`src/rtl/core/ltc_pkg.sv`:
```
// Shared types, constants and helper functions for the letter trigram counter.
// No dependencies.
`timescale 1ns / 1ps
`default_nettype none
package ltc_pkg;
    localparam int ALPHABET_SIZE = 35;
    localparam int COUNT_BITS    = 32;
    localparam int CODE_BITS     = 6;
    localparam int PAIRS         = ALPHABET_SIZE * ALPHABET_SIZE;
    localparam int TRIS          = PAIRS * ALPHABET_SIZE;
    localparam int PAIR_AW       = $clog2(PAIRS);
    localparam int TRI_AW        = $clog2(TRIS);
    localparam int PCT_BITS      = 15;
    localparam int QUOT_BITS     = 16;
    localparam int DIVIDEND_BITS = COUNT_BITS + QUOT_BITS;
    localparam logic [COUNT_BITS-1:0] CNT_MAX = {COUNT_BITS{1'b1}};
    localparam logic [PCT_BITS-1:0] PCT_EMPTY_ROW = PCT_BITS'(25600 / ALPHABET_SIZE);
    localparam logic [PCT_BITS-1:0] PCT_FULL = PCT_BITS'(25600);
    localparam logic [7:0] LINE_END = 8'd10;

    typedef enum logic [1:0] {
        OP_FEED = 2'd0, OP_READ_TRI = 2'd1, OP_READ_PAIR = 2'd2, OP_NONE = 2'd3
    } op_t;

    typedef enum logic [2:0] {
        ST_TRIGRAM = 3'd0, ST_PAIR = 3'd1, ST_WAIT = 3'd2, ST_IGNORED = 3'd3,
        ST_READ_OK = 3'd4, ST_READ_ZERO = 3'd5, ST_RSV6 = 3'd6, ST_RSV7 = 3'd7
    } status_t;

    typedef enum logic [1:0] {
        PH_SEEK = 2'd0, PH_FIRST = 2'd1, PH_LINE = 2'd2, PH_RSV = 2'd3
    } phase_t;

    typedef enum logic [3:0] {
        S_CLEAR, S_IDLE, S_FEED_RD, S_FEED_WR, S_READ_RD, S_READ_DATA,
        S_DIV, S_OUT
    } state_t;

    // Command group from controller to datapath.
    typedef struct packed {
        logic capture;      // register the accepted word
        logic clear_step;   // write zeros at clear address and advance
        logic issue_read;   // present read addresses to the memories
        logic feed_write;   // write incremented counts, update letters
        logic read_latch;   // latch read data, start divide if needed
        logic div_step;     // one quotient bit
        logic load_out;     // result into output register
    } cmd_t;

    // Status group from datapath to controller.
    typedef struct packed {
        logic clear_done;
        logic need_div;
        logic div_done;
    } stat_t;

    function automatic logic [CODE_BITS:0] letter_code(input logic [7:0] b);
        logic [CODE_BITS:0] c;
        c = {1'b1, {CODE_BITS{1'b0}}};
        if (b >= 8'd97 && b <= 8'd122) c = {1'b0, CODE_BITS'(b - 8'd97)};
        case (b)
            8'd165: c = {1'b0, CODE_BITS'(26)};
            8'd134: c = {1'b0, CODE_BITS'(27)};
            8'd169: c = {1'b0, CODE_BITS'(28)};
            8'd136: c = {1'b0, CODE_BITS'(29)};
            8'd228: c = {1'b0, CODE_BITS'(30)};
            8'd162: c = {1'b0, CODE_BITS'(31)};
            8'd152: c = {1'b0, CODE_BITS'(32)};
            8'd171: c = {1'b0, CODE_BITS'(33)};
            8'd190: c = {1'b0, CODE_BITS'(34)};
            default: ;
        endcase
        if (!c[CODE_BITS] && c[CODE_BITS-1:0] >= CODE_BITS'(ALPHABET_SIZE))
            c = {1'b1, {CODE_BITS{1'b0}}};
        return c;
    endfunction

    function automatic logic [COUNT_BITS-1:0] sat_inc(input logic [COUNT_BITS-1:0] v);
        return (v == CNT_MAX) ? v : v + COUNT_BITS'(1);
    endfunction
endpackage
`default_nettype wire

```
`src/rtl/core/ltc_ctrl.sv`:
```
// Controller state machine: clearing pass, feed read-modify-write, read and divide.
// Depends on ltc_pkg.
`timescale 1ns / 1ps
`default_nettype none
module ltc_ctrl
    import ltc_pkg::*;
(
    input  wire logic  clk,
    input  wire logic  rst_n,
    input  wire logic  in_valid,
    output logic       in_ready,
    input  wire logic  [1:0] in_op,
    output logic       out_valid,
    input  wire logic  out_ready,
    output cmd_t       cmd,
    input  wire stat_t stat
);
    state_t state_reg, state_next;
    logic   out_valid_reg, out_valid_next;

    always_ff @(posedge clk or negedge rst_n)
    begin
        if (!rst_n)
        begin
            state_reg     <= S_CLEAR;
            out_valid_reg <= 1'b0;
        end
        else
        begin
            state_reg     <= state_next;
            out_valid_reg <= out_valid_next;
        end
    end

    always_comb
    begin
        state_next     = state_reg;
        out_valid_next = out_valid_reg && !out_ready;
        cmd            = '0;
        in_ready       = 1'b0;
        case (state_reg)
            S_CLEAR:
            begin
                cmd.clear_step = 1'b1;
                if (stat.clear_done) state_next = S_IDLE;
            end
            S_IDLE:
            begin
                in_ready = 1'b1;
                if (in_valid)
                begin
                    cmd.capture = 1'b1;
                    state_next  = (in_op == OP_FEED) ? S_FEED_RD : S_READ_RD;
                end
            end
            S_FEED_RD: state_next = S_FEED_WR;
            S_FEED_WR:
            begin
                cmd.feed_write = 1'b1;
                state_next     = S_OUT;
            end
            S_READ_RD: state_next = S_READ_DATA;
            S_READ_DATA:
            begin
                cmd.read_latch = 1'b1;
                state_next     = stat.need_div ? S_DIV : S_OUT;
            end
            S_DIV:
            begin
                cmd.div_step = 1'b1;
                if (stat.div_done) state_next = S_OUT;
            end
            S_OUT:
            begin
                if (!out_valid_reg || out_ready)
                begin
                    cmd.load_out   = 1'b1;
                    out_valid_next = 1'b1;
                    state_next     = S_IDLE;
                end
            end
            default: state_next = S_IDLE;
        endcase
        cmd.issue_read = state_reg == S_FEED_RD || state_reg == S_READ_RD;
    end

    assign out_valid = out_valid_reg;

`ifndef ASSERT_OFF
    a_no_accept_busy: assert property (@(posedge clk) disable iff (!rst_n)
        in_ready |-> state_reg == S_IDLE) else $error("accept while busy");
    a_load_free: assert property (@(posedge clk) disable iff (!rst_n)
        cmd.load_out |-> (!out_valid_reg || out_ready)) else $error("output overrun");
    a_feed_order: assert property (@(posedge clk) disable iff (!rst_n)
        cmd.feed_write |-> $past(state_reg) == S_FEED_RD) else $error("write without read");
`endif
endmodule
`default_nettype wire

```
`config.mk`:
```
export PLATFORM = sky130hd
export DESIGN_NAME = ltc_ctrl
export DESIGN_NICKNAME = d
export VERILOG_FILES = /design/src/rtl/core/ltc_pkg.sv /design/src/rtl/core/ltc_ctrl.sv
export SDC_FILE = /design/constraint.sdc
export NUM_CORES = 1
export LEC_CHECK = 0
export BUFFER_PORTS_ARGS = -buffer_cell sky130_fd_sc_hd__buf_4
export CELL_PAD_IN_SITES_DETAIL_PLACEMENT = 1
export CELL_PAD_IN_SITES_GLOBAL_PLACEMENT = 2
export CORE_MARGIN = 2
export CORE_UTILIZATION = 19
export CTS_CLUSTER_SIZE = 20
export DETAILED_ROUTE_END_ITERATION = 16
export MAX_ROUTING_LAYER = met4
export PLACE_DENSITY_LB_ADDON = 0.1
export SLEW_MARGIN = 20
export SYNTH_ARGS = -nofsm -noshare
export SYNTH_HDL_FRONTEND = slang
export SYNTH_SLANG_ARGS = --single-unit
export TNS_END_PERCENT = 10
```
`constraint.sdc`:
```
create_clock -name clk -period 1 [get_ports clk]
set_input_delay 0.05 -clock clk [delete_from_list [all_inputs] [get_ports clk]]
set_output_delay 0.05 -clock clk [all_outputs]
set_load 0.05 [all_outputs]
```
==> results of run 1 <==
==> synthesized netlist by cell type, drive strengths merged <==
| cell type | number |
|---|---|
| xnor2 | 1 |
| dfrtp | 4 |
| mux2i | 1 |
| nor2 | 6 |
| inv | 2 |
| a21oi | 1 |
| nand2 | 3 |
| and3 | 1 |
| o21ai | 5 |
| a211oi | 2 |
| and2 | 1 |
| nand3 | 1 |
| or3 | 1 |
| and3b | 2 |
| nor3 | 1 |
| buf | 3 |
==> per-stage QoR <==
step           util, %  cells  setup slack (ns)  TNS [ns]  area (sq um)
5_1_grt           40.2     78            -0.333     -2.52           627
4_1_cts           39.5     77            -0.306     -2.24           616
2_1_floorplan        -     35            -0.121    -0.561           353
3_3_place_gp      33.5     72           -0.0907    -0.537           523
3_5_place_dp      33.5     72            -0.126    -0.848           523
6_report          40.2     78            -0.283     -2.03           627
==> worst max path at each step <==
stage                            start      endpoint  slack, ns
after floorplan           state_reg[1]  state_reg[1]      -0.12
after global placement    state_reg[0]        cmd[0]      -0.09
after detailed placement  state_reg[0]        cmd[0]      -0.13
after CTS                 state_reg[2]        cmd[6]      -0.31
after global routing      state_reg[1]        cmd[6]      -0.33
final                     state_reg[1]        cmd[6]      -0.28
==> cell families (layout without fill, tap and decap cells) <==
logic type / after synthesis / count (layout)
buffers and inverters: 5 / 32
and+or+nand+nor: 16 / 16
xor gates and xnor gates: 1 / 1
AOI/OAI and AO/OA: 8 / 8
muxes: 1 / 1
DFF: 4 / 4
==> what timing repair did <==
action                                  4_1_cts  5_1_grt
pin swaps                                     1        0
gates cloned                                  0        0
endpoints found under the setup margin       11       11
hold endpoints to repair                      4        0
hold buffers                                  1        0
setup buffers                                 0        1
resized for setup                            17        1
==> layout make-up <==
class                   instances  area, sq um  share of cell area [%]
clock buffers                   4         26.3                    4.19
inverters                       2         7.51                    1.20
multi-input cells              26          218                    34.7
flip-flops and latches          4          105                    16.8
well taps                      16         20.0                    3.19
repair buffers                 26          250                    39.9
==> metal layers <==
layer | vias up | GRT usage (%) | wire length, um
met5 | - | - | 0
met4 | 0 | 3.53 | 10
met3 | 2 | 3.57 | 44
met2 | 13 | 18.0 | 490
met1 | 162 | 11.4 | 356
li1 | 172 | - | -
==> cell usage in the layout (no fill, tap or decap) <==
master / n
and3_4: 1
o21ai_0: 2
a21oi_4: 1
clkbuf_1: 1
nor2_2: 2
nor2_4: 1
inv_1: 2
and2_2: 1
mux2i_1: 1
buf_6: 10
nand3_4: 1
or3_1: 1
buf_8: 2
o21ai_2: 2
and3b_2: 2
a211oi_2: 2
dlygate4sd3_1: 1
o21ai_1: 1
nand2_1: 3
clkbuf_4: 3
dfrtp_2: 4
nor2_1: 3
xnor2_1: 1
nor3_4: 1
buf_4: 13
==> power groups by stage <==
stage	Clock [W]	Sequential, W	Combinational, W
finish	0.000224	0.000412	0.00182
global route	0.000243	0.000436	0.00192
CTS	0.000230	0.000425	0.00179
detailed placement	0	0.000398	0.00163
global placement	0	0.000389	0.00158
floorplan	0	0.000383	0.00119
==> impl_metrics.env, run 1 <==
export IMPL_status="finished with violations"
export IMPL_violations="negative setup slack"
export IMPL_cpLargestDelayFamily="flip-flops"
export IMPL_synthAdderAreaFrac_pct=0
export IMPL_tightest_slew_ns=0.196
export IMPL_whs_ns=0.00776
export IMPL_grt_antenna_before_repair=0
export IMPL_ir_drop_mv=1.29
export IMPL_ys_top_cells_by_area="dfrtp_1, a211oi_2, buf_6"
export IMPL_synthDistinctLibCells=20
export IMPL_gp_congestion=0.742
export IMPL_start_util_pct=20.9
export IMPL_yosys_area_share_simple_pct=29.2
export IMPL_fp_dieH_um=45.4
export IMPL_drtAntennaViolNets=0
export IMPL_portBuffers=17
export IMPL_max_freq_ghz=0.780
export IMPL_path_clk_slew_ns=0.04
export IMPL_post_route_period_util_pct=128
export IMPL_clk_latency_ns=0.24
export IMPL_crit_type="reg2out"
export IMPL_die_area_sq_um=2060
export IMPL_finalNetCount=72
export IMPL_ff2ff_path_depth=3
export IMPL_seq_power_share_pct=16.8
export IMPL_synth_xor_area_share_pct=2.69
export IMPL_r2r_start="state_reg[1]"
export IMPL_max_stage_delay_ns=0.44
export IMPL_crit_chain="buf_6, nor2_4, and3_4, buf_8"
export IMPL_yosys_area_top_type="dfrtp_1"
export IMPL_worst_path_stages=4
export IMPL_crit_fanout=4
export IMPL_ctsRootBufferMaster="clkbuf_4"
export IMPL_power_density_nw_per_um2=3920
export IMPL_cp_end_kind="output pin"
export IMPL_n_fill_cell=180
export IMPL_grt_max_degree=11
export IMPL_fin_crit_ns=1.28
export IMPL_setup_viol=10
export IMPL_area_growth_pct=92.7
export IMPL_clock_tree_buffer_depth=2
export IMPL_grt_pass1_wl_um=1510
export IMPL_antenna_cells=0
export IMPL_grt_setup_unrepaired="true"
export IMPL_critPathLaunchType="register"
export IMPL_overflow=0
export IMPL_intPower_w=0.00121
export IMPL_power_share_switching_pct=50.6
export IMPL_tritoncts="done"
export IMPL_synth_top_family_by_area="simple AND/OR/NAND/NOR gates"
export IMPL_num_rows=14
export IMPL_ys_ff_latch=4
export IMPL_vias_per_cell=4.47
export IMPL_drive_gt1_share_pct=74.2
export IMPL_cp_slowest_cell="dfrtp_2"
export IMPL_report_final_slew_viol_count=0
export IMPL_yosysSeqAreaShare_pct=30.8
export IMPL_syn_area_sq_um=325
export IMPL_synth_cells=35
export IMPL_firstDrtPassIters=1
export IMPL_worst_slack_ns=-0.283
export IMPL_synth_nets=44
export IMPL_wirelength_um=902
export IMPL_dp_hpwl_um=740
export IMPL_fp_dieW_um=45.4
export IMPL_maxSlewHeadroom_pct=86.8
export IMPL_first_iter_violations=0
export IMPL_power_w=0.00245
export IMPL_wl_per_cell_um=11.6
export IMPL_coreArea_sq_um=1560
export IMPL_grt_util_all_layers_pct=10.6
export IMPL_hold_violations=0
export IMPL_cts_sinks=4
export IMPL_cp_num_buf_inv=2
export IMPL_syn_avg_cell_area_sq_um=9.29
export IMPL_vias=349
export IMPL_skew_ns=0.000442
export IMPL_clkPwrFrac_pct=9.1
export IMPL_hp_start="out_ready"
export IMPL_min_delay_path_depth=2
export IMPL_synth_compound_area_share_pct=22.7
export IMPL_yosysWarnings=0
export IMPL_crit_required_ns=0.95
export IMPL_drv_cap=0
export IMPL_io_pin_count=18
export IMPL_r2r_end="state_reg[0]"
export IMPL_grt_pass1_vias=368
export IMPL_hold_path_class="in2reg"
export IMPL_cts_buffers=3
export IMPL_p_sw_w=0.00124
export IMPL_hold_path_end="out_valid"
export IMPL_largest_reg_flops=3
export IMPL_synth_mux_area_share_pct=3.08
export IMPL_cts_max_level=1
export IMPL_comb_power_share_pct=74.1
export IMPL_synth_top_area_share_pct=30.8
export IMPL_r2r_slack_ns=-0.09
export IMPL_drc=0
export IMPL_leakage_nw=0.286
export IMPL_cp_arrival_ns=1.23
(Power assumes the default switching activity.)
==> inputs of run 2 (changes only) <==
BUFFER_PORTS_ARGS = -buffer_cell sky130_fd_sc_hd__buf_2   (was -buffer_cell sky130_fd_sc_hd__buf_4)
==> impl_metrics.env, run 2 (synthesis results as in run 1) <==
export IMPL_firstDrtPassIters=2
export IMPL_layout_common_cells="buf_6, buf_2, buf_4, dfrtp_2"
export IMPL_num_rows=14
export IMPL_wirelength_um=883
export IMPL_ir_drop_mv=1.61
export IMPL_tritoncts="done"
export IMPL_gp_congestion=0.640
export IMPL_die_area_sq_um=2060
export IMPL_fin_crit_ns=1.26
export IMPL_critPathLaunchType="register"
export IMPL_overflow=0
export IMPL_post_place_ws_ns=-0.190
export IMPL_setup_viol=11
export IMPL_report_final_slew_viol_count=0
export IMPL_vias=360
export IMPL_grt_setup_unrepaired="true"
export IMPL_whs_ns=0.0365
export IMPL_first_iter_violations=3
export IMPL_tns_ns=-2.03
export IMPL_start_util_pct=20.9
export IMPL_grt_pass1_wl_um=1670
export IMPL_ctsRootBufferMaster="clkbuf_4"
export IMPL_fin_util_pct=41.0
export IMPL_path_clk_slew_ns=0.04
export IMPL_hold_violations=0
export IMPL_clk_latency_ns=0.23
export IMPL_r2r_start="state_reg[1]"
export IMPL_clock_tree_buffer_depth=2
export IMPL_skew_ns=0.00229
export IMPL_leakage_nw=0.299
export IMPL_drive_gt1_share_pct=76.9
export IMPL_drv_cap=0
export IMPL_hold_path_class="in2reg"
export IMPL_crit_required_ns=0.95
export IMPL_maxSlewHeadroom_pct=83.5
export IMPL_violations="negative setup slack"
export IMPL_fp_dieW_um=45.4
export IMPL_layout_commonest_cell="buf_6"
export IMPL_crit_end="cmd[6]"
export IMPL_area_growth_pct=96.5
export IMPL_cts_buffers=3
export IMPL_cp_arrival_ns=1.21
export IMPL_grt_pass1_vias=402
export IMPL_cp_end_kind="output pin"
export IMPL_r2r_slack_ns=-0.11
export IMPL_max_freq_ghz=0.795
export IMPL_coreArea_sq_um=1560
export IMPL_drtAntennaViolNets=0
export IMPL_wl_per_cell_um=10.9
export IMPL_crit_fanout=4
export IMPL_grt_util_all_layers_pct=11.6
export IMPL_cts_sinks=4
export IMPL_largest_reg_flops=3
export IMPL_final_area_sq_um=639
export IMPL_grt_antenna_before_repair=0
export IMPL_power_density_nw_per_um2=4020
export IMPL_antenna_cells=0
export IMPL_status="finished with violations"
export IMPL_ff2ff_path_depth=3
export IMPL_tightest_slew_ns=0.248
export IMPL_fp_dieH_um=45.4
export IMPL_placed_area_sq_um=495
export IMPL_vias_per_cell=4.44
export IMPL_worst_slack_ns=-0.257
export IMPL_portBuffers=17
export IMPL_post_route_period_util_pct=126
export IMPL_crit_type="reg2out"
export IMPL_cp_startpoint="state_reg[2]"
export IMPL_r2r_end="state_reg[0]"
export IMPL_io_pin_count=18
export IMPL_finalNetCount=75
export IMPL_drc=0
export IMPL_cts_max_level=1
export IMPL_n_fill_cell=186
export IMPL_grt_max_degree=10
-- run 2: worst max-delay path, stage by stage, from the launching register on --
cell and delay, ns:
dfrtp_2 0.43, buf_6 0.13, nor2_4 0.08, and3_4 0.19
buf_8 0.14
-- run 2: timing repair --
item / CTS / global route
setup buffers: 2 / 0
endpoints found under the hold margin: 4 / 0
gates resized for setup: 27 / 1
pin swaps: 3 / 0
hold buffers: 1 / 0
setup endpoints to repair: 11 / 11
-- run 2: where the power goes --
part	switching (W)	internal (W)
Sequential	0.000178	0.000262
Combinational	0.00104	0.000880
Clock	0.0000612	0.000149
Total	0.00128	0.00129
-- run 2: stage by stage --
stage | total power (W) | std cells
2_1_floorplan | 0.00157 | 35
3_3_place_gp | 0.00193 | 74
3_5_place_dp | 0.00198 | 74
4_1_cts | 0.00259 | 81
5_1_grt | 0.00276 | 81
6_report | 0.00257 | 81
-- run 2: worst min path at each step --
stage | start | depth (start not counted) | to
6_report | out_ready | 2 | out_valid
2_1_floorplan | rst_n | 0 | out_valid
3_3_place_gp | rst_n | 1 | state_reg[0]
3_5_place_dp | rst_n | 1 | state_reg[1]
5_1_grt | out_ready | 2 | out_valid
4_1_cts | out_ready | 2 | out_valid
-- run 2: layer usage --
| metal | part of all wire [%] | track usage (%) | wire length (um) | vias to the layer above |
|---|---|---|---|---|
| met5 | 0 | - | 0 | - |
| met2 | 60 | 20.3 | 528 | 11 |
| met3 | 2.5 | 3.57 | 22 | 0 |
| met4 | 0 | 3.53 | 0 | 0 |
| met1 | 38 | 12.4 | 332 | 171 |
| li1 | - | - | - | 178 |
-- run 2: cell type report --
cell class              count  area, sq um  area share (%)
multi-input cells          26          230            36.0
inverters                   2         7.51            1.17
well taps                  16         20.0            3.13
clock buffers               4         26.3            4.11
repair buffers             29          250            39.1
flip-flops and latches      4          105            16.4
==> inputs of run 3 (changes only) <==
PLACE_DENSITY = 0.72   (was default)
PLACE_DENSITY_LB_ADDON = default   (was 0.1)
==> impl_metrics.env, run 3 (synthesis results as in run 1) <==
export IMPL_status="finished with violations"
export IMPL_violations="negative setup slack"
export IMPL_cts_max_level=1
export IMPL_leakage_nw=0.333
export IMPL_crit_fanout=7
export IMPL_portBuffers=17
export IMPL_report_final_slew_viol_count=0
export IMPL_clock_tree_buffer_depth=2
export IMPL_cts_sinks=4
export IMPL_final_area_sq_um=691
export IMPL_hold_violations=0
export IMPL_worst_slack_ns=-0.278
export IMPL_drive_gt1_share_pct=79.2
export IMPL_area_growth_pct=112
export IMPL_hold_path_class="in2reg"
export IMPL_wl_per_cell_um=13.0
export IMPL_cts_buffers=3
export IMPL_vias_per_cell=4.53
export IMPL_finalNetCount=82
export IMPL_grt_max_degree=10
export IMPL_crit_chain="buf_6, nand3_4, a21oi_4, buf_6"
export IMPL_coreArea_sq_um=1560
export IMPL_path_clk_slew_ns=0.04
export IMPL_tightest_slew_ns=0.249
export IMPL_largest_reg_flops=3
export IMPL_grt_pass1_vias=436
export IMPL_cp_end_kind="output pin"
export IMPL_cp_arrival_ns=1.23
export IMPL_io_pin_count=18
export IMPL_dp_cells=75
export IMPL_post_place_ws_ns=-0.186
export IMPL_ctsRootBufferMaster="clkbuf_4"
export IMPL_vias=399
export IMPL_power_share_switching_pct=48.8
export IMPL_intPower_w=0.00144
export IMPL_fin_crit_ns=1.28
export IMPL_start_util_pct=20.9
export IMPL_num_rows=14
export IMPL_layout_common_cells="buf_4, buf_2, buf_6"
export IMPL_fp_dieH_um=45.4
export IMPL_tritoncts="done"
export IMPL_drtAntennaViolNets=0
export IMPL_grt_setup_unrepaired="true"
export IMPL_layout_commonest_cell="buf_4"
export IMPL_cp_slowest_cell="dfrtp_1"
export IMPL_antenna_cells=0
export IMPL_max_freq_ghz=0.782
export IMPL_p_sw_w=0.00137
export IMPL_crit_required_ns=0.95
export IMPL_grt_pass1_wl_um=1990
export IMPL_dp_hpwl_um=709
export IMPL_grt_antenna_before_repair=0
export IMPL_setup_viol=11
export IMPL_tns_ns=-2.66
export IMPL_first_iter_violations=2
export IMPL_r2r_slack_ns=-0.19
export IMPL_maxSlewHeadroom_pct=83.5
export IMPL_clkPwrFrac_pct=8.3
export IMPL_power_density_nw_per_um2=4080
export IMPL_placed_area_sq_um=503
export IMPL_crit_type="reg2out"
export IMPL_cp_num_buf_inv=2
export IMPL_drv_cap=0
export IMPL_seq_power_share_pct=13.6
export IMPL_max_stage_delay_ns=0.42
export IMPL_skew_ns=0.00142
export IMPL_post_route_period_util_pct=128
export IMPL_fp_dieW_um=45.4
export IMPL_cpLargestDelayFamily="flip-flops"
export IMPL_critPathLaunchType="register"
export IMPL_firstDrtPassIters=2
export IMPL_grt_util_all_layers_pct=14.3
export IMPL_gp_congestion=0.581
export IMPL_clk_latency_ns=0.24
export IMPL_comb_power_share_pct=78.1
export IMPL_die_area_sq_um=2060
export IMPL_wirelength_um=1140
export IMPL_drc=0
export IMPL_fin_cells=88
export IMPL_critPathMostFrequentCell="buf_6"
export IMPL_overflow=0
export IMPL_ir_drop_mv=1.64
[run 3: cell types whose count changed in the layout (fill, tap and decap cells not counted), sizes merged]
cell	delta
buf	+7
[run 3: through the flow]
step / utilization (%) / hold slack (ns) / power [W]
3_5_place_dp: 32.3 / -0.136 / 0.00199
5_1_grt: 44.3 / 0.0144 / 0.00300
3_3_place_gp: 32.3 / -0.138 / 0.00195
4_1_cts: 43.6 / 0.00252 / 0.00276
6_report: 44.3 / 0.0125 / 0.00282
2_1_floorplan: - / -0.246 / 0.00157
[run 3: power by group through the flow]
stage          sequential, W  clock [W]  combinational [W]
4_1_cts             0.000371   0.000247            0.00214
6_report            0.000382   0.000234            0.00220
3_3_place_gp        0.000427          0            0.00153
5_1_grt             0.000397   0.000261            0.00235
2_1_floorplan       0.000383          0            0.00119
3_5_place_dp        0.000431          0            0.00156
[run 3: final timing paths]
check / startpoint / endpoint / depth (start not counted)
worst min register to register: out_valid / out_valid / 2
worst max register to register: state_reg[2] / state_reg[2] / 6
worst max-delay path: state_reg[2] / cmd[0] / 4
worst min-delay path: out_ready / out_valid / 2
min in group asynchronous: rst_n / state_reg[2] / 2
max in group asynchronous: rst_n / state_reg[1] / 2
[run 3: worst register-to-register path, cell delays in order, from the launching register on]
cell and delay, ns:
dfrtp_1 0.42, buf_6 0.17, nand3_4 0.08, a21oi_4 0.14
buf_4 0.12, buf_4 0.11, a211oi_2 0.03
[run 3: layout make-up]
| type | count | area (sq um) |
|---|---|---|
| clock buffer | 4 | 26.3 |
| fill | 179 | 868 |
| inverter | 2 | 7.51 |
| multi-input combinational | 26 | 233 |
| sequential | 4 | 104 |
| tap | 16 | 20.0 |
| timing repair buffer | 36 | 300 |
[run 3: metal layers]
metal  vias to the layer above  part of all wire, %  track usage [%]
met5                         -                    0                -
li1                        192                    -                -
met4                         0                    0             1.76
met1                       192                   37             13.7
met2                        15                   59             27.0
met3                         0                  4.3             5.95
[run 3: repair_timing]
action,in CTS,in global routing
gates cloned,0,0
setup endpoints to repair,11,11
pin swaps,3,0
endpoints found under the hold margin,4,0
hold buffers,1,0
gates resized for setup,28,1
setup buffers,7,1
